**src/hw/rtl/assert_macros.svh**
```systemverilog
// assertion helpers, clocked on clk and disabled while rst_n is low
`ifndef ASSERT_MACROS_SVH
`define ASSERT_MACROS_SVH
`ifndef SYNTHESIS
`define ASSERT_PROP(lbl, prop, msg) \
    lbl: assert property (@(posedge clk) disable iff (!rst_n) prop) else $error(msg);
`define ASSERT_NEVER(lbl, expr, msg) \
    `ASSERT_PROP(lbl, !(expr), msg)
`else
`define ASSERT_PROP(lbl, prop, msg)
`define ASSERT_NEVER(lbl, expr, msg)
`endif
`endif

```
**src/hw/rtl/wpm_pkg.sv**
```systemverilog
package wpm_pkg;

    localparam int PATTERN_BYTES = 1024;
    localparam int IDX_W = $clog2(PATTERN_BYTES);
    localparam int NSLOT = 4;
    localparam logic [IDX_W-1:0] LIMIT = IDX_W'(PATTERN_BYTES - 2);
    localparam logic [IDX_W-1:0] LAST_IDX = IDX_W'(PATTERN_BYTES - 1);
    localparam logic [7:0] MAX_RUN = 8'd255;

    localparam logic [7:0] CH_STAR = 8'h2A;
    localparam logic [7:0] CH_QMARK = 8'h3F;
    localparam logic [7:0] CH_LBRACK = 8'h5B;
    localparam logic [7:0] CH_RBRACK = 8'h5D;
    localparam logic [7:0] CH_CARET = 8'h5E;
    localparam logic [7:0] CH_DASH = 8'h2D;
    localparam logic [7:0] CH_BSLASH = 8'h5C;

    localparam logic [7:0] EL_ANY = 8'd2;
    localparam logic [7:0] EL_ONE = 8'd3;
    localparam logic [7:0] EL_SET = 8'd4;
    localparam logic [7:0] EL_NSET = 8'd5;
    localparam logic [7:0] EL_TEXT = 8'd6;

    localparam logic [2:0] ST_OK = 3'd0;
    localparam logic [2:0] ST_NO_PREV = 3'd1;
    localparam logic [2:0] ST_TOO_LONG = 3'd2;
    localparam logic [2:0] ST_PREMATURE = 3'd3;
    localparam logic [2:0] ST_NO_BRACKET = 3'd4;

    localparam logic [2:0] MT_NO = 3'd0;
    localparam logic [2:0] MT_YES = 3'd1;
    localparam logic [2:0] MT_NO_PATTERN = 3'd2;

    localparam logic CMD_PATTERN = 1'b0;
    localparam logic CMD_TEXT = 1'b1;
    localparam logic KIND_COMPILE = 1'b0;
    localparam logic KIND_MATCH = 1'b1;

    typedef struct packed {
        logic [NSLOT-1:0] we;
        logic [NSLOT-1:0][IDX_W-1:0] addr;
        logic [NSLOT-1:0][7:0] data;
        logic pvalid;
        logic [IDX_W-1:0] end_idx;
        logic [2:0] status;
    } cpl_out_t;

    typedef struct packed {
        logic clr;
        logic shift;
    } set_ctl_t;

endpackage

```
**src/hw/rtl/wpm_compiler.sv**
```systemverilog
module wpm_compiler (
    input  logic              clk,
    input  logic              rst_n,
    input  logic              step,
    input  logic [7:0]        ch,
    input  logic              no_char,
    input  logic              last,
    output wpm_pkg::cpl_out_t cpl
);

    typedef enum logic [6:0] {
        PH_IDLE      = 7'b0000001,
        PH_BETWEEN   = 7'b0000010,
        PH_STAR      = 7'b0000100,
        PH_RUN       = 7'b0001000,
        PH_SET_START = 7'b0010000,
        PH_SET_BODY  = 7'b0100000,
        PH_ERROR     = 7'b1000000
    } phase_t;

    phase_t phase_reg, phase_next;
    logic [wpm_pkg::IDX_W-1:0] wi_reg, wi_next;
    logic [wpm_pkg::IDX_W-1:0] hi_reg, hi_next;
    logic [7:0] rc_reg, rc_next;
    logic esc_reg, esc_next;
    logic nset_reg, nset_next;
    logic pv_reg, pv_next;
    logic [2:0] st_reg, st_next;
    logic [wpm_pkg::NSLOT-1:0] we_reg, we_next;
    logic [wpm_pkg::NSLOT-1:0][wpm_pkg::IDX_W-1:0] wa_reg, wa_next;
    logic [wpm_pkg::NSLOT-1:0][7:0] wd_reg, wd_next;

    always_comb
    begin
        phase_t ph;
        logic [wpm_pkg::IDX_W-1:0] wi;
        logic [wpm_pkg::IDX_W-1:0] hi;
        logic [7:0] rc;
        logic esc;
        logic nset;
        logic pv;
        logic disp;
        logic rb;
        logic ap;
        logic [2:0] st;
        logic [1:0] nw;
        logic [wpm_pkg::NSLOT-1:0] wv;
        logic [wpm_pkg::NSLOT-1:0][wpm_pkg::IDX_W-1:0] wa;
        logic [wpm_pkg::NSLOT-1:0][7:0] wd;

        ph = phase_reg;
        wi = wi_reg;
        hi = hi_reg;
        rc = rc_reg;
        esc = esc_reg;
        nset = nset_reg;
        pv = pv_reg;
        disp = 1'b0;
        rb = 1'b0;
        ap = 1'b0;
        st = wpm_pkg::ST_OK;
        nw = 2'd0;
        wv = '0;
        wa = '0;
        wd = '0;

        if (!no_char)
        begin
            if (ph == PH_IDLE)
            begin
                pv = 1'b0;
                wi = '0;
                hi = '0;
                rc = 8'd0;
                esc = 1'b0;
                ph = PH_BETWEEN;
            end
            unique case (ph)
                PH_STAR:
                begin
                    disp = (ch != wpm_pkg::CH_STAR);
                end
                PH_BETWEEN:
                begin
                    disp = 1'b1;
                end
                PH_RUN:
                begin
                    if (esc)
                    begin
                        esc = 1'b0;
                        ap = 1'b1;
                    end
                    else if (rc >= wpm_pkg::MAX_RUN || ch == wpm_pkg::CH_STAR ||
                             ch == wpm_pkg::CH_QMARK || ch == wpm_pkg::CH_LBRACK)
                    begin
                        disp = 1'b1;
                    end
                    else
                    begin
                        rb = 1'b1;
                    end
                end
                PH_SET_START:
                begin
                    if (ch == wpm_pkg::CH_CARET && !nset)
                    begin
                        nset = 1'b1;
                        wa[nw] = hi;
                        wd[nw] = wpm_pkg::EL_NSET;
                        wv[nw] = 1'b1;
                        nw = nw + 2'd1;
                    end
                    else if (wi >= wpm_pkg::LIMIT)
                    begin
                        ph = PH_ERROR;
                        rc = 8'(wpm_pkg::ST_TOO_LONG);
                        esc = 1'b0;
                    end
                    else
                    begin
                        ap = 1'b1;
                        ph = PH_SET_BODY;
                    end
                end
                PH_SET_BODY:
                begin
                    if (ch == wpm_pkg::CH_RBRACK)
                    begin
                        ph = PH_BETWEEN;
                    end
                    else if (rc >= wpm_pkg::MAX_RUN)
                    begin
                        ph = PH_ERROR;
                        rc = 8'(wpm_pkg::ST_NO_BRACKET);
                        esc = 1'b0;
                    end
                    else if (wi >= wpm_pkg::LIMIT)
                    begin
                        ph = PH_ERROR;
                        rc = 8'(wpm_pkg::ST_TOO_LONG);
                        esc = 1'b0;
                    end
                    else
                    begin
                        ap = 1'b1;
                    end
                end
                default:
                begin
                end
            endcase

            if (disp)
            begin
                if (ch == wpm_pkg::CH_STAR || ch == wpm_pkg::CH_QMARK)
                begin
                    if (wi >= wpm_pkg::LIMIT)
                    begin
                        ph = PH_ERROR;
                        rc = 8'(wpm_pkg::ST_TOO_LONG);
                        esc = 1'b0;
                    end
                    else
                    begin
                        wa[nw] = wi;
                        wd[nw] = (ch == wpm_pkg::CH_STAR) ? wpm_pkg::EL_ANY : wpm_pkg::EL_ONE;
                        wv[nw] = 1'b1;
                        nw = nw + 2'd1;
                        wi = wi + wpm_pkg::IDX_W'(1);
                        ph = (ch == wpm_pkg::CH_STAR) ? PH_STAR : PH_BETWEEN;
                    end
                end
                else if (({1'b0, wi} + (wpm_pkg::IDX_W+1)'(1)) >= {1'b0, wpm_pkg::LIMIT})
                begin
                    ph = PH_ERROR;
                    rc = 8'(wpm_pkg::ST_TOO_LONG);
                    esc = 1'b0;
                end
                else
                begin
                    hi = wi;
                    wa[nw] = hi;
                    wd[nw] = (ch == wpm_pkg::CH_LBRACK) ? wpm_pkg::EL_SET : wpm_pkg::EL_TEXT;
                    wv[nw] = 1'b1;
                    nw = nw + 2'd1;
                    wa[nw] = hi + wpm_pkg::IDX_W'(1);
                    wd[nw] = 8'd0;
                    wv[nw] = 1'b1;
                    nw = nw + 2'd1;
                    wi = wi + wpm_pkg::IDX_W'(2);
                    rc = 8'd0;
                    if (ch == wpm_pkg::CH_LBRACK)
                    begin
                        ph = PH_SET_START;
                        nset = 1'b0;
                    end
                    else
                    begin
                        ph = PH_RUN;
                        rb = 1'b1;
                    end
                end
            end

            if (rb)
            begin
                if (wi >= wpm_pkg::LIMIT)
                begin
                    ph = PH_ERROR;
                    rc = 8'(wpm_pkg::ST_TOO_LONG);
                    esc = 1'b0;
                end
                else if (ch == wpm_pkg::CH_BSLASH)
                begin
                    esc = 1'b1;
                end
                else
                begin
                    ap = 1'b1;
                end
            end

            if (ap)
            begin
                wa[nw] = wi;
                wd[nw] = ch;
                wv[nw] = 1'b1;
                nw = nw + 2'd1;
                wi = wi + wpm_pkg::IDX_W'(1);
                rc = rc + 8'd1;
                wa[nw] = hi + wpm_pkg::IDX_W'(1);
                wd[nw] = rc;
                wv[nw] = 1'b1;
                nw = nw + 2'd1;
            end
        end

        if (last)
        begin
            if (ph == PH_IDLE)
            begin
                st = pv ? wpm_pkg::ST_OK : wpm_pkg::ST_NO_PREV;
            end
            else
            begin
                priority case (ph)
                    PH_ERROR:     st = rc[2:0];
                    PH_SET_START: st = wpm_pkg::ST_PREMATURE;
                    PH_SET_BODY:  st = wpm_pkg::ST_NO_BRACKET;
                    default:      st = wpm_pkg::ST_OK;
                endcase
                pv = (st == wpm_pkg::ST_OK);
                ph = PH_IDLE;
                esc = 1'b0;
            end
        end

        phase_next = ph;
        wi_next = wi;
        hi_next = hi;
        rc_next = rc;
        esc_next = esc;
        nset_next = nset;
        pv_next = pv;
        st_next = st;
        we_next = wv;
        wa_next = wa;
        wd_next = wd;
    end

    always_ff @(posedge clk or negedge rst_n)
    begin
        if (!rst_n)
        begin
            phase_reg <= PH_IDLE;
            wi_reg <= '0;
            hi_reg <= '0;
            rc_reg <= 8'd0;
            esc_reg <= 1'b0;
            nset_reg <= 1'b0;
            pv_reg <= 1'b0;
            st_reg <= wpm_pkg::ST_OK;
            we_reg <= '0;
        end
        else if (step)
        begin
            phase_reg <= phase_next;
            wi_reg <= wi_next;
            hi_reg <= hi_next;
            rc_reg <= rc_next;
            esc_reg <= esc_next;
            nset_reg <= nset_next;
            pv_reg <= pv_next;
            st_reg <= st_next;
            we_reg <= we_next;
        end
    end

    always_ff @(posedge clk)
    begin
        if (step)
        begin
            wa_reg <= wa_next;
            wd_reg <= wd_next;
        end
    end

    assign cpl.we = we_reg;
    assign cpl.addr = wa_reg;
    assign cpl.data = wd_reg;
    assign cpl.pvalid = pv_reg;
    assign cpl.end_idx = wi_reg;
    assign cpl.status = st_reg;

endmodule

```
**config.mk**
```make
export PLATFORM = sky130hd
export DESIGN_NAME = wpm_compiler
export DESIGN_NICKNAME = d
export VERILOG_FILES = /design/src/hw/rtl/assert_macros.svh /design/src/hw/rtl/wpm_pkg.sv /design/src/hw/rtl/wpm_compiler.sv
export SDC_FILE = /design/constraint.sdc
export NUM_CORES = 1
export LEC_CHECK = 0
export BUFFER_PORTS_ARGS = -buffer_cell sky130_fd_sc_hd__buf_2
export CAP_MARGIN = 20
export CELL_PAD_IN_SITES_DETAIL_PLACEMENT = 1
export CELL_PAD_IN_SITES_GLOBAL_PLACEMENT = 2
export CORE_UTILIZATION = 39
export DETAILED_ROUTE_END_ITERATION = 7
export GPL_TIMING_DRIVEN = 1
export PLACE_DENSITY = 0.89
export SLEW_MARGIN = 20
export SYNTH_ARGS = -nofsm -noshare
export SYNTH_HDL_FRONTEND = slang
export SYNTH_SLANG_ARGS = --single-unit
export TNS_END_PERCENT = 100
```
**constraint.sdc**
```tcl
create_clock -name clk -period 8.8 [get_ports clk]
set_input_delay 0.44 -clock clk [delete_from_list [all_inputs] [get_ports clk]]
set_output_delay 0.44 -clock clk [all_outputs]
set_load 0.02 [all_outputs]
```
* Word level (Yosys, flattened, before mapping)
Index checks and enable logic that the tools add are counted.
Word-level totals: register bits after elaboration 117, input bits 13
Operators by class: eq/ne operators 17, reductions and logical operators 12, bitwise gates (word level) 7, add/sub/neg operators 9, muxes and demuxes 173, magnitude comparators 12
Operator list (number):
- 40-bit two-way mux | 6
- 10-bit two-way mux | 20
- 32-bit two-way mux | 6
- 40-bit bitwise mux | 4
- 8-bit two-way mux | 18
- 32-bit bitwise mux | 4
- 7-bit two-way mux | 16
- 10-bit demux with 2-bit select | 4
- 8-bit demux with 2-bit select | 4
- 1-bit two-way mux | 57
- 32-bit bitwise AND | 1
- 8-bit by 7-bit == test with 1-bit output, second input constant | 4
- 32-bit NOT | 1
- 10-bit by 1-bit adder with 10-bit output, second input constant | 3
- 4-bit two-way mux | 7
- 3-bit two-way mux | 8
- 10-bit >= comparator, second input constant | 2
- 8-bit by 6-bit == test with 1-bit output, second input constant | 2
- 2-bit two-way mux | 8
- 8-bit case mux with 2 select lines | 1
- 7-bit by 1-bit == test with 1-bit output, second input constant | 2
- 7-bit by 5-bit == test with 1-bit output, second input constant | 2
- 7-bit by 6-bit == test with 1-bit output, second input constant | 2
- 7-bit case mux with 2 select lines | 1
- 25 further kinds | 47

* Longest topological paths before layout
word-level depth 26, gate-level depth with buffers 29

* Worst setup path before layout
OpenSTA, ideal clock, no wires.
kind flip-flop to flip-flop, start point reg phase_reg[3], end point reg wd_reg, in the netlist cpl[34], data pin, stages on the path, launching flop included 29, library setup time 0.255 ns, setup slack 3.007 ns, data arrival time 5.539 ns, clock period less this slack 5.793 ns, cell sequence dfrtp_1 -> buf_2 -> nor4b_2 -> nand2_1 -> clkbuf_1 -> clkbuf_1 -> clkbuf_1 -> clkbuf_1 -> clkbuf_1 -> and2_1 -> ha_1 -> xor2_1 -> o2111a_1 -> o2111ai_1 -> o21ai_0 -> a22oi_1 -> o211ai_1 -> inv_1 -> ha_1 -> nand2b_1 -> and3_1 -> a21boi_2 -> nand2_1 -> inv_1 -> ha_1 -> nand4_1 -> mux2_2 -> o21ai_1 -> and2_1
On the way: longest elaborated chain between the ends 20, elaborated cells on any way between the ends 106, classes of those cells add/sub (7); order compare (12); eq/ne (6); mux (72); bitwise (2); reduce/logical (7)
Ends and longest elaborated chain:
- from (decl) | line wpm_compiler.sv:21 | phase_t phase_reg, phase_next;
- from (signal assigned) | line wpm_compiler.sv:288 | phase_reg <= phase_next;
- branches (longest 19 deep; another with 10-bit by 1-bit adder with 11-bit output)
- 32-bit two-way mux (*) | line wpm_compiler.sv:224 | if (ap)
- to (signal assigned) | line wpm_compiler.sv:305 | wd_reg <= wd_next;
- to (decl) | line wpm_compiler.sv:31 | logic [wpm_pkg::NSLOT-1:0][7:0] wd_reg, wd_next;
Mark *: on every way between the ends. The select of a mux whose other input is x is not followed. A chain may end at the register's enable or synchronous reset.

* Worst setup path in the final report
start point reg phase_reg[6], end point reg wa_reg, in the netlist cpl[80], data pin
On the way: longest elaborated chain between the ends 20, elaborated cells on any way between the ends 97, classes of those cells add/sub (7); order compare (12); eq/ne (6); mux (65); reduce/logical (7)
Ends and longest elaborated chain:
- branches (longest 19 deep; another with 10-bit by 1-bit adder with 11-bit output)
- 40-bit two-way mux (*) | line wpm_compiler.sv:224
- to (signal assigned) | line wpm_compiler.sv:304 | wa_reg <= wa_next;
- to (decl) | line wpm_compiler.sv:30 | logic [wpm_pkg::NSLOT-1:0][wpm_pkg::IDX_W-1:0] wa_reg, wa_next;
Marks and branches as above.

==> flow_summary.ini <==
[sta]
skew_ps = 9.22
drv_slew = 0
post-route-period-util_pct = 82.8
rsz0062_at_grt = no
worst_pin_slew_ps = 994
totalNegativeSetupSlack_ps = 0
period_minus_slack_ps = 7290
fmax_ghz = 0.137
setup_viol = 0
final-hold-violation-count = 0
slew_headroom_pct = 33.4

[layout]
nFillCells = 2250
fin_nets = 956
largest_reg_flops = 72
n_antenna_cell = 0
post_route_cells_drive_above_1_share_pct = 20.0
syn2layout_area_growth_pct = 17.2

[die]
fp-row-count = 50
start_util_pct = 40.4
die-area_mm2 = 0.0202
ios = 103
die_h_um = 142
core_area_mm2 = 0.0190
die_w_um = 142

[clocking]
cts.sinks = 117
worstSkewPairLatency_ps = 420
hold_buffers = 0
cts_tree = yes
cts_root_buf = clkbuf_16
cts_made_buffers = 17
post_cts_buffers = 0
clockBufferDepth = 2
cts_resized = 0
htree_levels = 4
path_clk_slew_ps = 60

[place]
dp_hpwl_mm = 20.7
port_buffers = 102
place_congestion = 0.936

[logic_synthesis]
syn_inst = 839
ys_ff_latch = 117
synth-async-reset-ratio_pct = 38.5
synth_area_per_cell_um2 = 9.12
synthFlopType = edfxtp_1
synth-edff-count = 72
ys_warn_count = 0
syn_area_mm2 = 0.00765
yosys.cell_types.count = 90
synth_seq_area_share_pct = 43.0

[run]
drv_cap = 0

[critical_path]
critPathLaunchType = flop
cp_max_fo = 20
path_class = reg2reg
end_kind = flop
worstPathArrival_ps = 7540
timing.rr.start = phase_reg[6]$_DFFE_PN0P_
cp-startpoint = phase_reg[6]$_DFFE_PN0P_
crit_required_ps = 9050

[power_and_ir_drop]
ir_drop_mv = 0.186
p_leak_nw = 3.55
p_total_mw = 3.37
p_per_area_mw_per_mm2 = 375

[global_routing]
grt_pass1_wl_mm = 44.3
grt_pass1_vias = 7343
grt_start_max_net_pins = 73
grt-ovfl-total = 0
grt_usage_pct = 29.3
antenna_found_initial = 0

[routing]
wirelength_mm = 28.6
avgViaCountPerCell = 6.17
drt_iter0_drc = 841
drc = 0
postRouteAntennaNets = 0
dr.pass1.iters = 5
num_vias = 7412
wl_per_cell_um = 23.8

[worst_hold_path]
hold_path_class = in2async

[outcome]
status = finished clean
==> worst max-delay path, cell delays in order, from the launching register on <==
cell and delay, ps:
dfrtp_1 420, nor3_1 440, nand2_1 470, buf_4 370
and2_0 290, ha_1 320, a21boi_1 240, o2111a_1 250
o2111ai_1 170, o21ai_0 220, buf_4 220, a22oi_1 170
o211ai_1 630, inv_1 230, ha_1 260, nand2b_1 210
nand3_1 270, o21ai_4 200, nor2_1 820, nand2_1 590
nor2_1 290
==> path summary, 6_finish.rpt <==
check	end	slack, ps	depth (start not counted)
max in group asynchronous	st_reg[0]$_DFFE_PN0P_	8230	2
worst max-delay path	cpl[80]$_SDFFCE_PP0P_	1510	20
worst min register to register	we_reg[1]$_DFFE_PN0P_	480	1
min in group clk	phase_reg[6]$_DFFE_PN0P_	290	2
worst max register to register	cpl[80]$_SDFFCE_PP0P_	1510	20
worst min-delay path	wi_reg[5]$_DFFE_PN0P_	130	2
==> cell usage in the layout, fill, tap and decap left out, types with 14 or more instances in the layout <==
master and instances:
buf_4 18, nor3_1 15, a21oi_1 46, and3_1 19, nand3_1 32, inv_1 21, clkbuf_16 17, edfxtp_1 72
a22oi_1 15, dfrtp_1 44, o21ai_0 37, xnor2_1 19, buf_2 101, nor2_1 101, o21ai_1 17, xor2_1 14
nand2_1 96
==> kinds of logic after synthesis <==
kind of cell	synth area share (%)
muxes	1.77
and+or+nand+nor	21.9
adders and majority gates	2.13
xor gates and xnor gates	3.78
other	0.0490
AOI/OAI and AO/OA	23.3
DFF	43.0
buffers and inverters	4.09
==> routing by layer <==
layer	GRT usage, %	vias up	share of wire, %
li1	-	3316	-
met1	41.9	3728	46
met2	45.4	333	45
met3	4.74	35	6.8
met4	8.89	0	1.9
met5	0	-	0
==> Yosys cell counts, types with 8 or more instances <==
library cell    n  share of area, %
a211oi_1        8              0.78
a21o_1          9              0.88
a21oi_1        46               3.0
a221oi_1        8              0.92
a22oi_1        15               1.5
a31oi_1         8              0.65
and2_1         10              0.82
and3_1         19               1.6
buf_2          13              0.85
clkbuf_1       35               1.7
dfrtp_1        44                14
edfxtp_1       72                28
ha_1           13               2.1
inv_1          21               1.0
mux2i_1         9               1.2
nand2_1        96               4.7
nand2b_1        8              0.65
nand3_1        32               2.1
nand4_1        13               1.1
nor2_1        101               5.0
nor3_1         15              0.98
o211ai_1        8              0.78
o21ai_0        37               2.4
o21ai_1        17               1.1
o31ai_1         8              0.78
or3_1           9              0.74
xnor2_1        19               2.2
xor2_1         14               1.6
==> final cells by class <==
type | count | area (um2) | share of cell area (%)
well taps | 260 | 325 | 3.63
repair buffers | 120 | 648 | 7.22
clock inverters | 14 | 130 | 1.45
multi-input cells | 651 | 4070 | 45.3
inverters | 23 | 86.3 | 0.962
flip-flops and latches | 117 | 3290 | 36.7
clock buffers | 17 | 425 | 4.74
==> through the flow <==
stage                     setup slack [ps]  cell area (um2)  hold WS (ps)  instances  util, %
final                                 1510             8970           126       1202     47.3
after global routing                   971             8970           174       1202     47.3
after CTS                             1390             8960           150       1201     47.3
after detailed placement              1390             8410           471       1170     44.4
after global placement                1620             8410           462       1170     44.4
after floorplan                       3010             7670           144        843        -
==> report_power, final <==
group	leakage [nW]	switching, mW	internal, mW
clock network	0.270	0.282	0.389
logic	1.94	1.33	0.546
registers	1.34	0.100	0.722
Note: power is estimated with default switching activity, not from simulation.
