<file path="config.mk">
export PLATFORM = sky130hd
export DESIGN_NAME = wpm_set_unit
export DESIGN_NICKNAME = d
export VERILOG_FILES = /design/src/hw/rtl/assert_macros.svh /design/src/hw/rtl/wpm_pkg.sv /design/src/hw/rtl/wpm_set_unit.sv
export SDC_FILE = /design/constraint.sdc
export NUM_CORES = 1
export LEC_CHECK = 0
export BUFFER_PORTS_ARGS = -buffer_cell sky130_fd_sc_hd__buf_4
export CAP_MARGIN = 0
export CORE_ASPECT_RATIO = 1.4
export CORE_UTILIZATION = 33
export CTS_BUF_LIST = sky130_fd_sc_hd__clkbuf_8
export DETAILED_ROUTE_END_ITERATION = 8
export GPL_ROUTABILITY_DRIVEN = 0
export MAX_ROUTING_LAYER = met4
export PLACE_DENSITY = 0.52
export SLEW_MARGIN = 20
export SYNTH_ARGS = -nofsm -noshare
export SYNTH_HDL_FRONTEND = slang
export SYNTH_SLANG_ARGS = --single-unit
</file>
<file path="constraint.sdc">
create_clock -name clk -period 1.7 [get_ports clk]
set_clock_uncertainty 0.15 [all_clocks]
set_input_delay 0.34 -clock clk [delete_from_list [all_inputs] [get_ports clk]]
set_output_delay 0.34 -clock clk [all_outputs]
set_load 0.05 [all_outputs]
</file>
<file path="src/hw/rtl/assert_macros.svh">
// assertion helpers, clocked on clk and disabled while rst_n is low
`ifndef ASSERT_MACROS_SVH
`define ASSERT_MACROS_SVH
`ifndef SYNTHESIS
`define ASSERT_PROP(lbl, prop, msg) \
    lbl: assert property (@(posedge clk) disable iff (!rst_n) prop) else $error(msg);
`define ASSERT_NEVER(lbl, expr, msg) \
    `ASSERT_PROP(lbl, !(expr), msg)
`else
`define ASSERT_PROP(lbl, prop, msg)
`define ASSERT_NEVER(lbl, expr, msg)
`endif
`endif

</file>
<file path="src/hw/rtl/wpm_pkg.sv">
package wpm_pkg;

    localparam int PATTERN_BYTES = 1024;
    localparam int IDX_W = $clog2(PATTERN_BYTES);
    localparam int NSLOT = 4;
    localparam logic [IDX_W-1:0] LIMIT = IDX_W'(PATTERN_BYTES - 2);
    localparam logic [IDX_W-1:0] LAST_IDX = IDX_W'(PATTERN_BYTES - 1);
    localparam logic [7:0] MAX_RUN = 8'd255;

    localparam logic [7:0] CH_STAR = 8'h2A;
    localparam logic [7:0] CH_QMARK = 8'h3F;
    localparam logic [7:0] CH_LBRACK = 8'h5B;
    localparam logic [7:0] CH_RBRACK = 8'h5D;
    localparam logic [7:0] CH_CARET = 8'h5E;
    localparam logic [7:0] CH_DASH = 8'h2D;
    localparam logic [7:0] CH_BSLASH = 8'h5C;

    localparam logic [7:0] EL_ANY = 8'd2;
    localparam logic [7:0] EL_ONE = 8'd3;
    localparam logic [7:0] EL_SET = 8'd4;
    localparam logic [7:0] EL_NSET = 8'd5;
    localparam logic [7:0] EL_TEXT = 8'd6;

    localparam logic [2:0] ST_OK = 3'd0;
    localparam logic [2:0] ST_NO_PREV = 3'd1;
    localparam logic [2:0] ST_TOO_LONG = 3'd2;
    localparam logic [2:0] ST_PREMATURE = 3'd3;
    localparam logic [2:0] ST_NO_BRACKET = 3'd4;

    localparam logic [2:0] MT_NO = 3'd0;
    localparam logic [2:0] MT_YES = 3'd1;
    localparam logic [2:0] MT_NO_PATTERN = 3'd2;

    localparam logic CMD_PATTERN = 1'b0;
    localparam logic CMD_TEXT = 1'b1;
    localparam logic KIND_COMPILE = 1'b0;
    localparam logic KIND_MATCH = 1'b1;

    typedef struct packed {
        logic [NSLOT-1:0] we;
        logic [NSLOT-1:0][IDX_W-1:0] addr;
        logic [NSLOT-1:0][7:0] data;
        logic pvalid;
        logic [IDX_W-1:0] end_idx;
        logic [2:0] status;
    } cpl_out_t;

    typedef struct packed {
        logic clr;
        logic shift;
    } set_ctl_t;

endpackage

</file>
<file path="src/hw/rtl/wpm_set_unit.sv">
module wpm_set_unit (
    input  logic              clk,
    input  logic              rst_n,
    input  wpm_pkg::set_ctl_t ctl,
    input  logic [7:0]        data,
    input  logic [7:0]        key,
    output logic              hit
);

    logic [7:0] w1_reg, w1_next;
    logic [7:0] w2_reg, w2_next;
    logic [1:0] cnt_reg, cnt_next;
    logic hit_reg, hit_next;
    logic eq, rng;

    // range test at the previous byte once its right bound is here
    assign eq = (data == key);
    assign rng = (cnt_reg == 2'd2) && (w1_reg == wpm_pkg::CH_DASH) &&
                 (w2_reg < key) && (key < data);

    always_comb
    begin
        w1_next = w1_reg;
        w2_next = w2_reg;
        cnt_next = cnt_reg;
        hit_next = hit_reg;
        if (ctl.clr)
        begin
            cnt_next = 2'd0;
            hit_next = 1'b0;
        end
        else if (ctl.shift)
        begin
            hit_next = hit_reg | eq | rng;
            w2_next = w1_reg;
            w1_next = data;
            if (cnt_reg != 2'd2)
            begin
                cnt_next = cnt_reg + 2'd1;
            end
        end
    end

    always_ff @(posedge clk or negedge rst_n)
    begin
        if (!rst_n)
        begin
            cnt_reg <= 2'd0;
            hit_reg <= 1'b0;
        end
        else
        begin
            cnt_reg <= cnt_next;
            hit_reg <= hit_next;
        end
    end

    always_ff @(posedge clk)
    begin
        w1_reg <= w1_next;
        w2_reg <= w2_next;
    end

    assign hit = hit_reg;

endmodule

</file>
; Word-level counts from Yosys, hierarchy flattened
; Cells that the tools add are included.
[totals]
ff_bits = 19
output_inout_bits = 1
memories = 0
romBits = 0
latchBits = 0
in_bits = 20
mem_bits_rw = 0
[op_classes]
muxes = 5
mul = 0
n_lt_le_gt_ge = 2
add_sub_neg = 1
div_mod_pow = 0
n_bitwise = 3
shift = 0
eq_ne = 4
reduce_logical = 7
[op_table]
columns = cell, count
row1 = $lt A8 B8 Y1, 2
row2 = $eq A8 B6 Y1 const B, 1
row3 = $eq A8 B8 Y1, 1
row4 = $mux W2, 3
row5 = $reduce_and A2 Y1, 2
row6 = $reduce_bool A2 Y1, 2
row7 = $logic_and A1 B1 Y1, 3
row8 = $add A2 B1 Y2 const B, 1
row9 = $eq A2 B2 Y1 const B, 1
row10 = $mux W1, 2
row11 = $ne A2 B2 Y1 const B, 1
row12 = $or A1 B1 Y1, 2
row13 = $not A1 Y1, 1

; Depth between registers and ports, before layout
; Gate-level depths: netlist of run 1.
[logic_depth]
depth_word = 7
ltp_mapped = 6

; Worst setup path after synthesis of run 1
; No wires, ideal clock.
[synth_path]
path_kind = input to register
from = in ctl[0] (netlist name)
to = reg hit_reg, in the netlist hit
cell_stages = 4
path_buffers = 0
arrival_ns = 1.697
slack_ns = -0.251
t_required_ns = 1.446
cell_sequence = nor2b_1 > a21boi_0 > o2111ai_1 > o41ai_2
[synth_via]
elab_chain_cells = 1
[synth_rtl]
columns = element, line
row1 = start: declaration, wpm_set_unit.sv:4  ; input wpm_pkg::set_ctl_t ctl,
row2 = $reduce_bool A2 Y1 (no line), -
row3 = end signal: assignment, wpm_set_unit.sv:54  ; hit_reg <= hit_next;
row4 = end: declaration, wpm_set_unit.sv:13  ; logic hit_reg, hit_next;
; No other way between the ends.
; A chain may end at the register's enable or synchronous reset.

; Worst setup path in the final report of run 1
[layout_path]
from = reg cnt_reg[0]
to = reg hit_reg, in the netlist hit
[layout_via]
elab_chain_cells = 7
[layout_rtl]
columns = element, line
row1 = start: declaration, wpm_set_unit.sv:12  ; logic [1:0] cnt_reg, cnt_next;
row2 = start signal: assignment, wpm_set_unit.sv:53  ; cnt_reg <= cnt_next;
row3 = $eq A2 B2 Y1, wpm_set_unit.sv:18  ; assign rng = (cnt_reg == 2'd2) && (w1_reg == wpm_pkg::CH_DASH) &&
row4 = $logic_and A1 B1 Y1 (2 in a row), wpm_set_unit.sv:18
row5 = $logic_and A1 B1 Y1, wpm_set_unit.sv:19  ; (w2_reg < key) && (key < data);
row6 = $or A1 B1 Y1, wpm_set_unit.sv:34  ; hit_next = hit_reg | eq | rng;
row7 = $mux W1, wpm_set_unit.sv:32  ; else if (ctl.shift)
row8 = $mux W1, wpm_set_unit.sv:27  ; if (ctl.clr)
; No other way between the ends. The select of a mux whose other input is x is not followed.

==> results of run 1 <==
==> cell families (layout without fill, tap and decap cells) <==
logic type	Yosys count	count (layout)	share of synthesized area
simple gates	18	18	0.0941
fa+ha+maj	16	16	0.196
buf+inv	16	45	0.0587
xor+xnor	1	1	0.00856
flops	19	19	0.543
compound gates	14	14	0.100
==> through the flow <==
stage | cells | TNS, ns | utilization | area, µm² | hold slack [ns]
2_1_floorplan | 84 | 0 | - | 1030 | -0.106
3_3_place_gp | 145 | -0.0990 | 0.431 | 1250 | -0.0169
3_5_place_dp | 145 | -0.145 | 0.431 | 1250 | -0.0145
4_1_cts | 150 | 0 | 0.450 | 1310 | 0.107
5_1_grt | 150 | -0.0479 | 0.452 | 1320 | 0.106
6_report | 150 | 0 | 0.452 | 1320 | 0.109
==> layout make-up <==
type                            count  area (µm²)  area share
Sequential cell                    19         556       0.422
Multi-Input combinational cell     49         417       0.317
Timing Repair Buffer               25         190       0.145
Inverter                           16        60.1      0.0457
Tap cell                           37        46.3      0.0352
Clock buffer                        3        41.3      0.0314
Clock inverter                      1        5.00     0.00381
==> layout by cell type (no fill, tap or decap), drive strengths merged <==
cell and n:
o21bai 2, o2111ai 1, dlygate4sd3 1, o211ai 1
nor3 2, nor2 3, ha 16, nand2b 2
nand3b 1, nand3 2, nor2b 2, edfxtp 16
clkinv 1, inv 16, nand4 1, dfrtp 3
nor4 1, clkbuf 3, a21boi 2, a31oi 1
xnor2 1, o41ai 1, nand2 3, nor4b 1
a211o 1, a21oi 5, buf 24
==> worst paths after layout <==
check                           start    endpoint  slack [ns]
hold reg to reg             w1_reg[5]   w2_reg[5]        0.30
min in group asynchronous       rst_n  cnt_reg[0]        0.25
max in group asynchronous       rst_n  cnt_reg[1]        1.05
setup reg to reg           cnt_reg[0]         hit         0.1
hold / removal                 ctl[1]  cnt_reg[0]        0.11
setup / recovery           cnt_reg[0]         hit         0.1
==> power breakdown <==
group	switching [µW]	internal [µW]
clock	147	163
combinational	72.8	79.9
sequential	11.3	535
total	231	777
==> layer usage <==
layer | GRT usage | up-vias | part of all wire
met5 | - | - | 0
met4 | 0.0551 | 0 | 0.0093
met3 | 0.0200 | 2 | 0.025
met2 | 0.209 | 10 | 0.49
met1 | 0.148 | 321 | 0.48
li1 | - | 360 | -
==> cells in the mapped netlist, drive strengths merged <==
| library cell | n | share of area |
|---|---|---|
| nand3b | 1 | 0.0073 |
| a21oi | 5 | 0.024 |
| a31oi | 1 | 0.0061 |
| edfxtp | 16 | 0.47 |
| a21boi | 2 | 0.015 |
| ha | 16 | 0.20 |
| o211ai | 1 | 0.0073 |
| a211o | 1 | 0.0086 |
| nand2b | 2 | 0.012 |
| nor3 | 2 | 0.0098 |
| nand4 | 1 | 0.0061 |
| dfrtp | 3 | 0.073 |
| nor2b | 2 | 0.012 |
| nor2 | 3 | 0.011 |
| xnor2 | 1 | 0.0086 |
| nor4b | 1 | 0.0086 |
| nand3 | 2 | 0.0098 |
| o41ai | 1 | 0.016 |
| nor4 | 1 | 0.0061 |
| o21bai | 2 | 0.015 |
| inv | 16 | 0.059 |
| o2111ai | 1 | 0.0086 |
| nand2 | 3 | 0.011 |
==> repair_timing <==
action                     in CTS  in global routing
hold buffers                    1                  0
hold endpoints to repair        3                  0
setup endpoints to repair       1                  1
pin swaps                       3                  2
resized for setup               0                  1
==> results summary, run 1 <==
For this design the static power due to leakage is 0.000614 µW. For this run the aggregate overflow at the end of global routing stands at 0. The final number of max-transition violations came out at 0. The mean post-synth cell area is 12.2 µm².

The worst hold path belongs to the class primary input to flip-flop. The buffers plus inverters on the worst setup path came out at 1. Clock-pin slew was measured on the worst setup and hold paths at 0.07 ns. The slack of the critical path came out at 0.0985 ns.

From bottom edge to top edge, the die measures 67.9 µm. The floorplan has 23 rows. The count of distinct cell types in the synthesized netlist came out at 23. The number of setup violations in the final report came out at 0. The maximum level of the CTS H-tree came out at 1.

Of all nets on the critical path, the largest fanout is 2. The detailed-route wire length per cell is 12.9 µm. The count of input and output buffers is 20. The total power consumption of the routed design came out at 1010 µW. The starting utilization of the core area is 0.352. The number of global-route vias before repair is 679. The slew at the pin with the worst max-slew slack is 0.338 ns. The area growth from synthesis to final layout came out at 28.5%.

Entering global routing, the biggest net connects 17 pins. In the global route stage, overall resource usage came out at 0.125. The area of the core region is 0.00291 mm². TritonCTS built the clock tree. The number of hold-slack violations in the final timing report is 0. The critical path start-end classification is flip-flop to flip-flop. Detailed placement finished with a half-perimeter wire length of 1580 µm.

The endpoint required time on the critical path came out at 1.71 ns. The first-pass GRT wire length is 2920 µm. Once detail routing completed, the nets flagged for antenna violations numbered 0. The count of mapped cells out of synthesis is 84.

The peak supply drop came out at 0.438 mV. Derived from the worst setup path, the maximum achievable clock frequency is 0.624 GHz. The cell with the biggest individual delay on the critical path is dfrtp_1. The cell family contributing the most delay on the critical path is compound AO/OA/AOI/OAI gates. The total nets after synthesis is 120.

The initial detailed-routing violation count is 17. Wires add up to 1940 µm. CTS placed an instance of clkbuf_8 at the clock tree root.

The cell depth of the worst hold path is 2. The critical path goes through inv_1 -> ha_1 -> nand3b_1 -> nor4_2 -> o2111ai_1 -> o41ai_2. In this run the number of cells on the critical path is 6. In this run the tightest slew margin relative to its limit is 0.771. The category of the worst setup path launch point is a flip-flop. STA classifies the critical path endpoint as a flip-flop. Data on the critical path arrives at its endpoint at 1.61 ns. The worst register-to-register path has a depth of 6. The TritonCTS sink count came out at 19. The die outline area is 0.00333 mm². 21 I/O pins were placed. Timing analysis after detailed placement gives a worst setup slack of -0.145 ns. The final layout contains 150 nets.

The number of buffers added by the clock tree synthesis step came out at 3. For this run, design rule violations remaining after detail routing come to 0. The number of antenna violations at the first check in global routing was 0.

The final antenna diode count came out at 0. Counting flops and latches in the post-synthesis netlist gives 19. The sequential area share after synthesis came out at 0.543. The number of setup buffers added after CTS is 0.

Max-cap violations in this run came to 0. The via density per instance came out at 4.62. After filler insertion, the fill cell instance count of the layout stands at 279. Dividing the final minimum period by the clock period gives 0.942. The combined area of all synthesized cells is 0.00102 mm².

The first TritonRoute pass finished after 2 iterations. The worst-skew pair later-pin latency came out at 0.25 ns. The maximum single-stage delay on the critical path came out at 0.37 ns. The via count of the routed design came out at 693. The number of warnings reported in the yosys synthesis log is 0. From left edge to right edge, the die measures 49.1 µm. Power spread over the standard cell area amounts to 767 mW/mm².

The proportion of layout cells with a drive suffix above 1 is 0.274. The time the final worst path needs with I/O delays and setup is 1.60 ns. The flow ran to the end, and the final reports show no timing, DRC or antenna violations.

The buffer levels on the longest clock path came out at 2.
Power figures use the tool's default switching activity.
==> run 2: changes to the inputs <==
--- a/config.mk
+++ b/config.mk
@@ -5,6 +5,7 @@
 export SDC_FILE = /design/constraint.sdc
 export NUM_CORES = 1
 export LEC_CHECK = 0
+export ABC_AREA = 1
 export BUFFER_PORTS_ARGS = -buffer_cell sky130_fd_sc_hd__buf_4
 export CAP_MARGIN = 0
 export CORE_ASPECT_RATIO = 1.4
@@ -13,7 +14,7 @@
 export DETAILED_ROUTE_END_ITERATION = 8
 export GPL_ROUTABILITY_DRIVEN = 0
 export MAX_ROUTING_LAYER = met4
-export PLACE_DENSITY = 0.52
+export PLACE_DENSITY = 0.51
 export SLEW_MARGIN = 20
 export SYNTH_ARGS = -nofsm -noshare
 export SYNTH_HDL_FRONTEND = slang
==> results summary, run 2 <==
Buffers placed on the I/O ports in this run total 20. The number of violations of the max-capacitance limit came out at 0. The met3 wire length came out at 64 µm. The max-slew headroom at the worst pin came out at 0.853. Setup slack on the worst reg-to-reg path comes out at 0.20 ns.

The number of antenna violations at the first check in global routing came out at 0. For the final routed database, the setup TNS stands at 0 ns. The area of the core region is 0.00315 mm². The category of the worst setup path launch point is a flip-flop.

Summing all multi-input logic gate instances after layout gives 428 µm². The detailed-route wire length per cell came out at 10.9 µm. The register area is 556 µm².

The die span in x came out at 50.7 µm. The detailed-route wire length on metal 1 came out at 812 µm. The total length of routed wires came out at 2020 µm.

The placed wire-length estimate after detailed placement came out at 1710 µm. The total length of routed met2 wires is 1120 µm. The number of global-route vias before repair came to 862. The floorplan has 24 rows. The total nets after synthesis came out at 155. The maximum operating frequency is 0.667 GHz. Sorting the synthesized cells by area gives the leading types as edfxtp_1, ha_1, nand2_1. In this run the most critical hold path is launched from ctl[1].

The total overflow left after global routing is 0. The worst-skew pair later-pin latency is 0.25 ns. Using the TritonRoute via totals, the vias-per-cell ratio works out to 4.35. The leakage power total is 0.000716 µW. The peak supply drop is 0.505 mV. In this run the critical register-to-register path is captured at hit. The longest clock path from root to sink contains 2 buffers.

The area growth from synthesis to final layout came out at 24.5%. The library cells used most frequently in the layout, excluding fill and tap cells, are nand2_1, inv_1, buf_4, ha_1, edfxtp_1. The overall die height came out at 70.2 µm. The non-filler instance count after layout is 185. In this run the top signal layer used is met4. The final number of max-transition violations is 0.

The initial detailed-routing violation count came out at 11. The number of hold-slack violations in the final timing report came out at 0. The number of antenna diodes in the final layout is 0. The flip-flop cell with the highest count after synthesis is edfxtp_1. The cell depth of the worst hold path is 2.

The via count of the routed design came out at 804. The slew at the pin with the worst max-slew slack came out at 0.219 ns. The critical path is of the flip-flop to flip-flop type. The endpoint arrival time on the critical path is 1.54 ns. The number of warnings reported in the yosys synthesis log came out at 0.

The first global-routing pass estimated 3480 µm of wire. The starting utilization of the core area is 0.348. Counting distinct cell types in the post-synthesis netlist gives 15. TritonCTS built the clock tree. The hold slack is 0.111 ns.

The library cell used most frequently in the layout, excluding fill and tap cells, is nand2_1. STA classifies the critical path endpoint as a flip-flop. By count the netlist is led by nand2_1, inv_1, edfxtp_1, ha_1, nor2_1. Yosys mapped a number of flops with a built-in enable equal to 16. In the post-synthesis netlist, the cell with the most instances is nand2_1. The share of the synthesized area in the top cell type came out at 0.438. The combined area of all synthesized cells is 0.00110 mm². The maximum level of the CTS H-tree came out at 1. Synthesis produced 119 cells. The maximum number of pins on one net before global-route repair came out at 11. The root cell of the clock tree is clkbuf_8. In this run the worst setup path begins at w2_reg[7]. The sequential area share after synthesis is 0.507. The all-layer global routing usage is 0.137. The number of buffers added by the clock tree synthesis step is 3. The post-route DRC violation count is 0. The time the final worst path needs with I/O delays and setup came out at 1.50 ns.

The end point of the critical path is hit. The detail route stage leaves a number of antenna-violating nets equal to 0. The die outline area came out at 0.00356 mm². The worst flop-to-flop path startpoint is w2_reg[7]. The largest area contributor in the synthesized netlist is edfxtp_1. The flip-flop and latch count after synthesis is 19. Along the worst path, the maximum fanout reaches 2. The cell count after placement is 180. Before antenna repair, the detailed router went through 4 iterations. Counting flops with an async set or reset pin after synthesis yields a share of 0.158.

The path category of the worst min-delay check is primary input to flip-flop. Setup repair after global routing left no endpoint under its margin. The number of setup violations in the final report came out at 0. The depth of the most critical reg-to-reg path is 10.

The total of fill cells in the finished design is 336. For the worst setup path, the data required time is 1.74 ns. A synthesized cell averages 9.21 µm². The number of nets in the layout came out at 183. The final cycle utilization of the critical path is 0.882. The run finished with clean final reports. Power spread over the standard cell area amounts to 742 mW/mm².

The count of pins on the block boundary came out at 21. In the final layout, the share of cells above drive strength 1 is 0.185. The clock transition time at the flip-flop clock pins of the worst setup and hold paths is 0.07 ns.

The number of setup buffers added after CTS is 0. The TritonCTS sink count is 19.
## run 2: power by group
group / switching, µW / total [µW] / internal [µW] / leakage, µW
Clock: 145 / 305 / 160 / 0.0000269
Sequential: 12.2 / 548 / 536 / 0.000190
Combinational: 82.8 / 159 / 76.7 / 0.000499
Total: 240 / 1010 / 773 / 0.000716
## run 2: what timing repair did
item | 4_1_cts | 5_1_grt
resized for setup | 0 | 0
hold buffers | 1 | 0
endpoints found under the hold margin | 3 | 0
## run 2: worst min-delay path by stage
| stage | end |
|---|---|
| 3_3_place_gp | cnt_reg[0] |
| 3_5_place_dp | cnt_reg[0] |
| 6_report | cnt_reg[0] |
| 2_1_floorplan | cnt_reg[0] |
| 5_1_grt | w1_reg[7] |
| 4_1_cts | cnt_reg[0] |
## run 2: per-layer routing
layer  GRT usage  up-vias
li1            -      423
met1       0.141      364
met3      0.0261        2
met5           -        -
met4      0.0556        0
met2       0.246       15
## run 2: metrics by stage
step	util	worst slack [ns]	total power, µW	area [µm²]
2_1_floorplan	-	0.0576	645	1100
3_3_place_gp	0.415	0.105	715	1310
3_5_place_dp	0.415	0.101	720	1310
4_1_cts	0.433	0.173	1040	1370
5_1_grt	0.433	0.0801	1080	1370
6_report	0.433	0.200	1010	1370
## run 2: kinds of logic (layout without fill, tap and decap cells)
logic type,count (synthesis),after routing,share of synthesized area
AOI/OAI and AO/OA,5,5,0.0285
xor gates and xnor gates,1,1,0.00799
adders and majority gates,16,16,0.183
DFF,19,19,0.507
and+or+nand+nor,48,48,0.171
buffers and inverters,30,57,0.103
## run 2: cell type report
| cell class | instances | area share |
|---|---|---|
| sequential | 19 | 0.407 |
| multi-input combinational | 70 | 0.313 |
| timing repair buffer | 23 | 0.128 |
| inverter | 30 | 0.0825 |
| tap | 39 | 0.0357 |
| clock buffer | 3 | 0.0302 |
| clock inverter | 1 | 0.00275 |
## run 2: worst max-delay path: stages, from the launching register on
cell,delay [ns]
edfxtp_1,0.38
ha_1,0.30
nand2_1,0.08
nand2_2,0.05
nor2_2,0.09
nand2_1,0.05
nor2_1,0.10
nand3_1,0.08
nand2_1,0.06
nand2_1,0.05
nand2_1,0.05
==> run 3: changes to the inputs <==
==> constraint.sdc (replaced) <==
create_clock -name clk -period 1.7 [get_ports clk]
set_clock_uncertainty 0.15 [all_clocks]
set_input_delay 0.085 -clock clk [delete_from_list [all_inputs] [get_ports clk]]
set_output_delay 0.085 -clock clk [all_outputs]
set_load 0.05 [all_outputs]
==> results summary, run 3 (synthesis results as in run 2) <==
For this run, the total global-route usage over all layers was measured as 0.144. The area of the core region came out at 0.00315 mm². Setup repair after global routing left no endpoint under its margin. The number of setup violations in the final report came out at 0. The post-route DRC violation count is 0. The final cycle utilization of the critical path is 0.924. Once detailed placement completed, the half-perimeter wirelength came to 1680 µm. The total power per unit cell area is 705 mW/mm². The number of iterations in the first detailed-routing pass is 4. The clock transition time at the flip-flop clock pins of the worst setup and hold paths is 0.07 ns. The number of hold-slack violations in the final timing report came to 0.

The via density per instance came out at 4.28. The post-placement setup slack is 0.216 ns. After global routing the overflow that remains totals 0. The number of antenna violations at the first check in global routing is 0.

The total of fill cells in the finished design came out at 317. VDD sags by at most 0.328 mV. The standard-cell row count is 24. Leaving out fill and tap cells, the most frequent cell in the layout is nand2_1. The floorplan step set the die height to 70.2 µm. The slack of the critical path is 0.130 ns. The maximum number of pins on one net before global-route repair came out at 12.

In this run the tool buffered the top-level ports with 20 buffer cells. The clock tree from TritonCTS is built. The time the final worst path needs with I/O delays and setup is 1.57 ns. In this run the deepest clock path goes through 2 buffers.

The endpoint arrival time on the critical path is 1.62 ns. The post-detailed-route count of antenna-violating nets is 0. For the pin with the worst max-slew slack, the measured transition is 0.250 ns. The detailed-route wire length per cell came out at 11.2 µm. The initial detailed-routing violation count came out at 11.

The setup slack of the worst register-to-register path came out at 0.24 ns. For this configuration, the core starts out at a cell density of 0.348. In the final layout, the multi-input gates occupy 445 µm².

The maximum level of the CTS H-tree is 1. The die span in x is 50.7 µm. Summed over all cells, the static leakage comes to 0.000761 µW. The number of buffers added by the clock tree synthesis step is 3. The number of setup buffers added after CTS came out at 0. The proportion of layout cells with a drive suffix above 1 came out at 0.197. The max-slew headroom at the worst pin is 0.832. In this run the worst hold path is classified as primary input to flip-flop. The total power consumption of the routed design came out at 1050 µW. The accumulated negative setup slack came out at 0 ns.

The worst setup path is launched from a primary input. The number of global-route vias before repair is 889. The worst-skew pair later-pin latency came out at 0.26 ns. In this run the cell area measured after placement is 0.00131 mm².

STA classifies the critical path endpoint as a flip-flop. For this run, the top clock speed supported by timing is 0.637 GHz. The final antenna diode count is 0. The die outline area is 0.00356 mm². In the layout the commonest cells are nand2_1, inv_1, buf_4, edfxtp_1, ha_1. The TritonCTS sink count is 19. Compared with the post-synthesis result, the final layout area differs by 36.2%. The critical path is of the primary input to flip-flop type. The number of nets in the layout is 194. The cell sitting at the root of the clock tree is a clkbuf_8. The register area is 556 µm². The tool flagged a number of max-cap violations equal to 0. The count of pins on the block boundary came out at 21. The final route contains 838 vias. The first-pass GRT wire length is 3670 µm. The endpoint required time on the critical path came out at 1.75 ns. The highest fanout seen on the critical path came out at 2.

The area of all placed cells without fillers came out at 0.00149 mm². The flow ran to the end, and the final reports show no timing, DRC or antenna violations. For this block, the routed nets add up to 2190 µm of wire. The final number of max-transition violations came out at 0.
run 3: changes by cell type in the layout (fill, tap and decap cells not counted), sizes merged:
cell,delta
dlygate4sd3,+11
run 3: final timing paths:
| check | from | endpoint | cells after the start |
|---|---|---|---|
| max | data[6] | hit | 13 |
| min | key[1] | hit | 6 |
| max reg2reg | w2_reg[7] | hit | 10 |
| min reg2reg | w1_reg[1] | w2_reg[1] | 0 |
| max in group asynchronous | rst_n | hit | 3 |
| min in group asynchronous | rst_n | cnt_reg[0] | 3 |
run 3: metal layers:
layer	track usage	wire length (µm)
met3	0.0261	64
met4	0.0556	20
met2	0.264	1220
met1	0.145	888
met5	-	0
run 3: cell type report:
cell class | instances | area share
sequential | 19 | 0.372
multi-input combinational | 70 | 0.298
timing repair buffer | 34 | 0.191
inverter | 30 | 0.0754
tap | 39 | 0.0327
clock buffer | 3 | 0.0277
clock inverter | 1 | 0.00251
run 3: what timing repair did:
action | 4_1_cts | 5_1_grt
hold endpoints to repair | 14 | 0
gates resized for setup | 0 | 4
setup endpoints to repair | 0 | 1
hold buffers | 12 | 0
run 3: power breakdown:
part | internal [µW] | switching, µW | total, µW
clock network | 161 | 156 | 317
registers | 536 | 12.1 | 548
logic | 96.8 | 91.8 | 189
total | 793 | 260 | 1050
run 3: through the flow:
step | instances | hold WS (ns) | utilization
floorplan | 119 | -0.361 | -
global placement | 180 | -0.271 | 0.415
detailed placement | 180 | -0.270 | 0.415
CTS | 196 | 0.204 | 0.468
global route | 196 | 0.245 | 0.473
finish | 196 | 0.198 | 0.473
run 3: worst max-delay path, cell delays in order:
cell,delay (ns)
dlygate4sd3_1,0.53
buf_4,0.11
inv_1,0.03
ha_1,0.29
nand2_2,0.08
clkinv_1,0.05
nand2_1,0.06
nand2_1,0.05
nor2_1,0.09
nand3_1,0.08
nand2_1,0.06
nand2_1,0.05
nand2_1,0.05
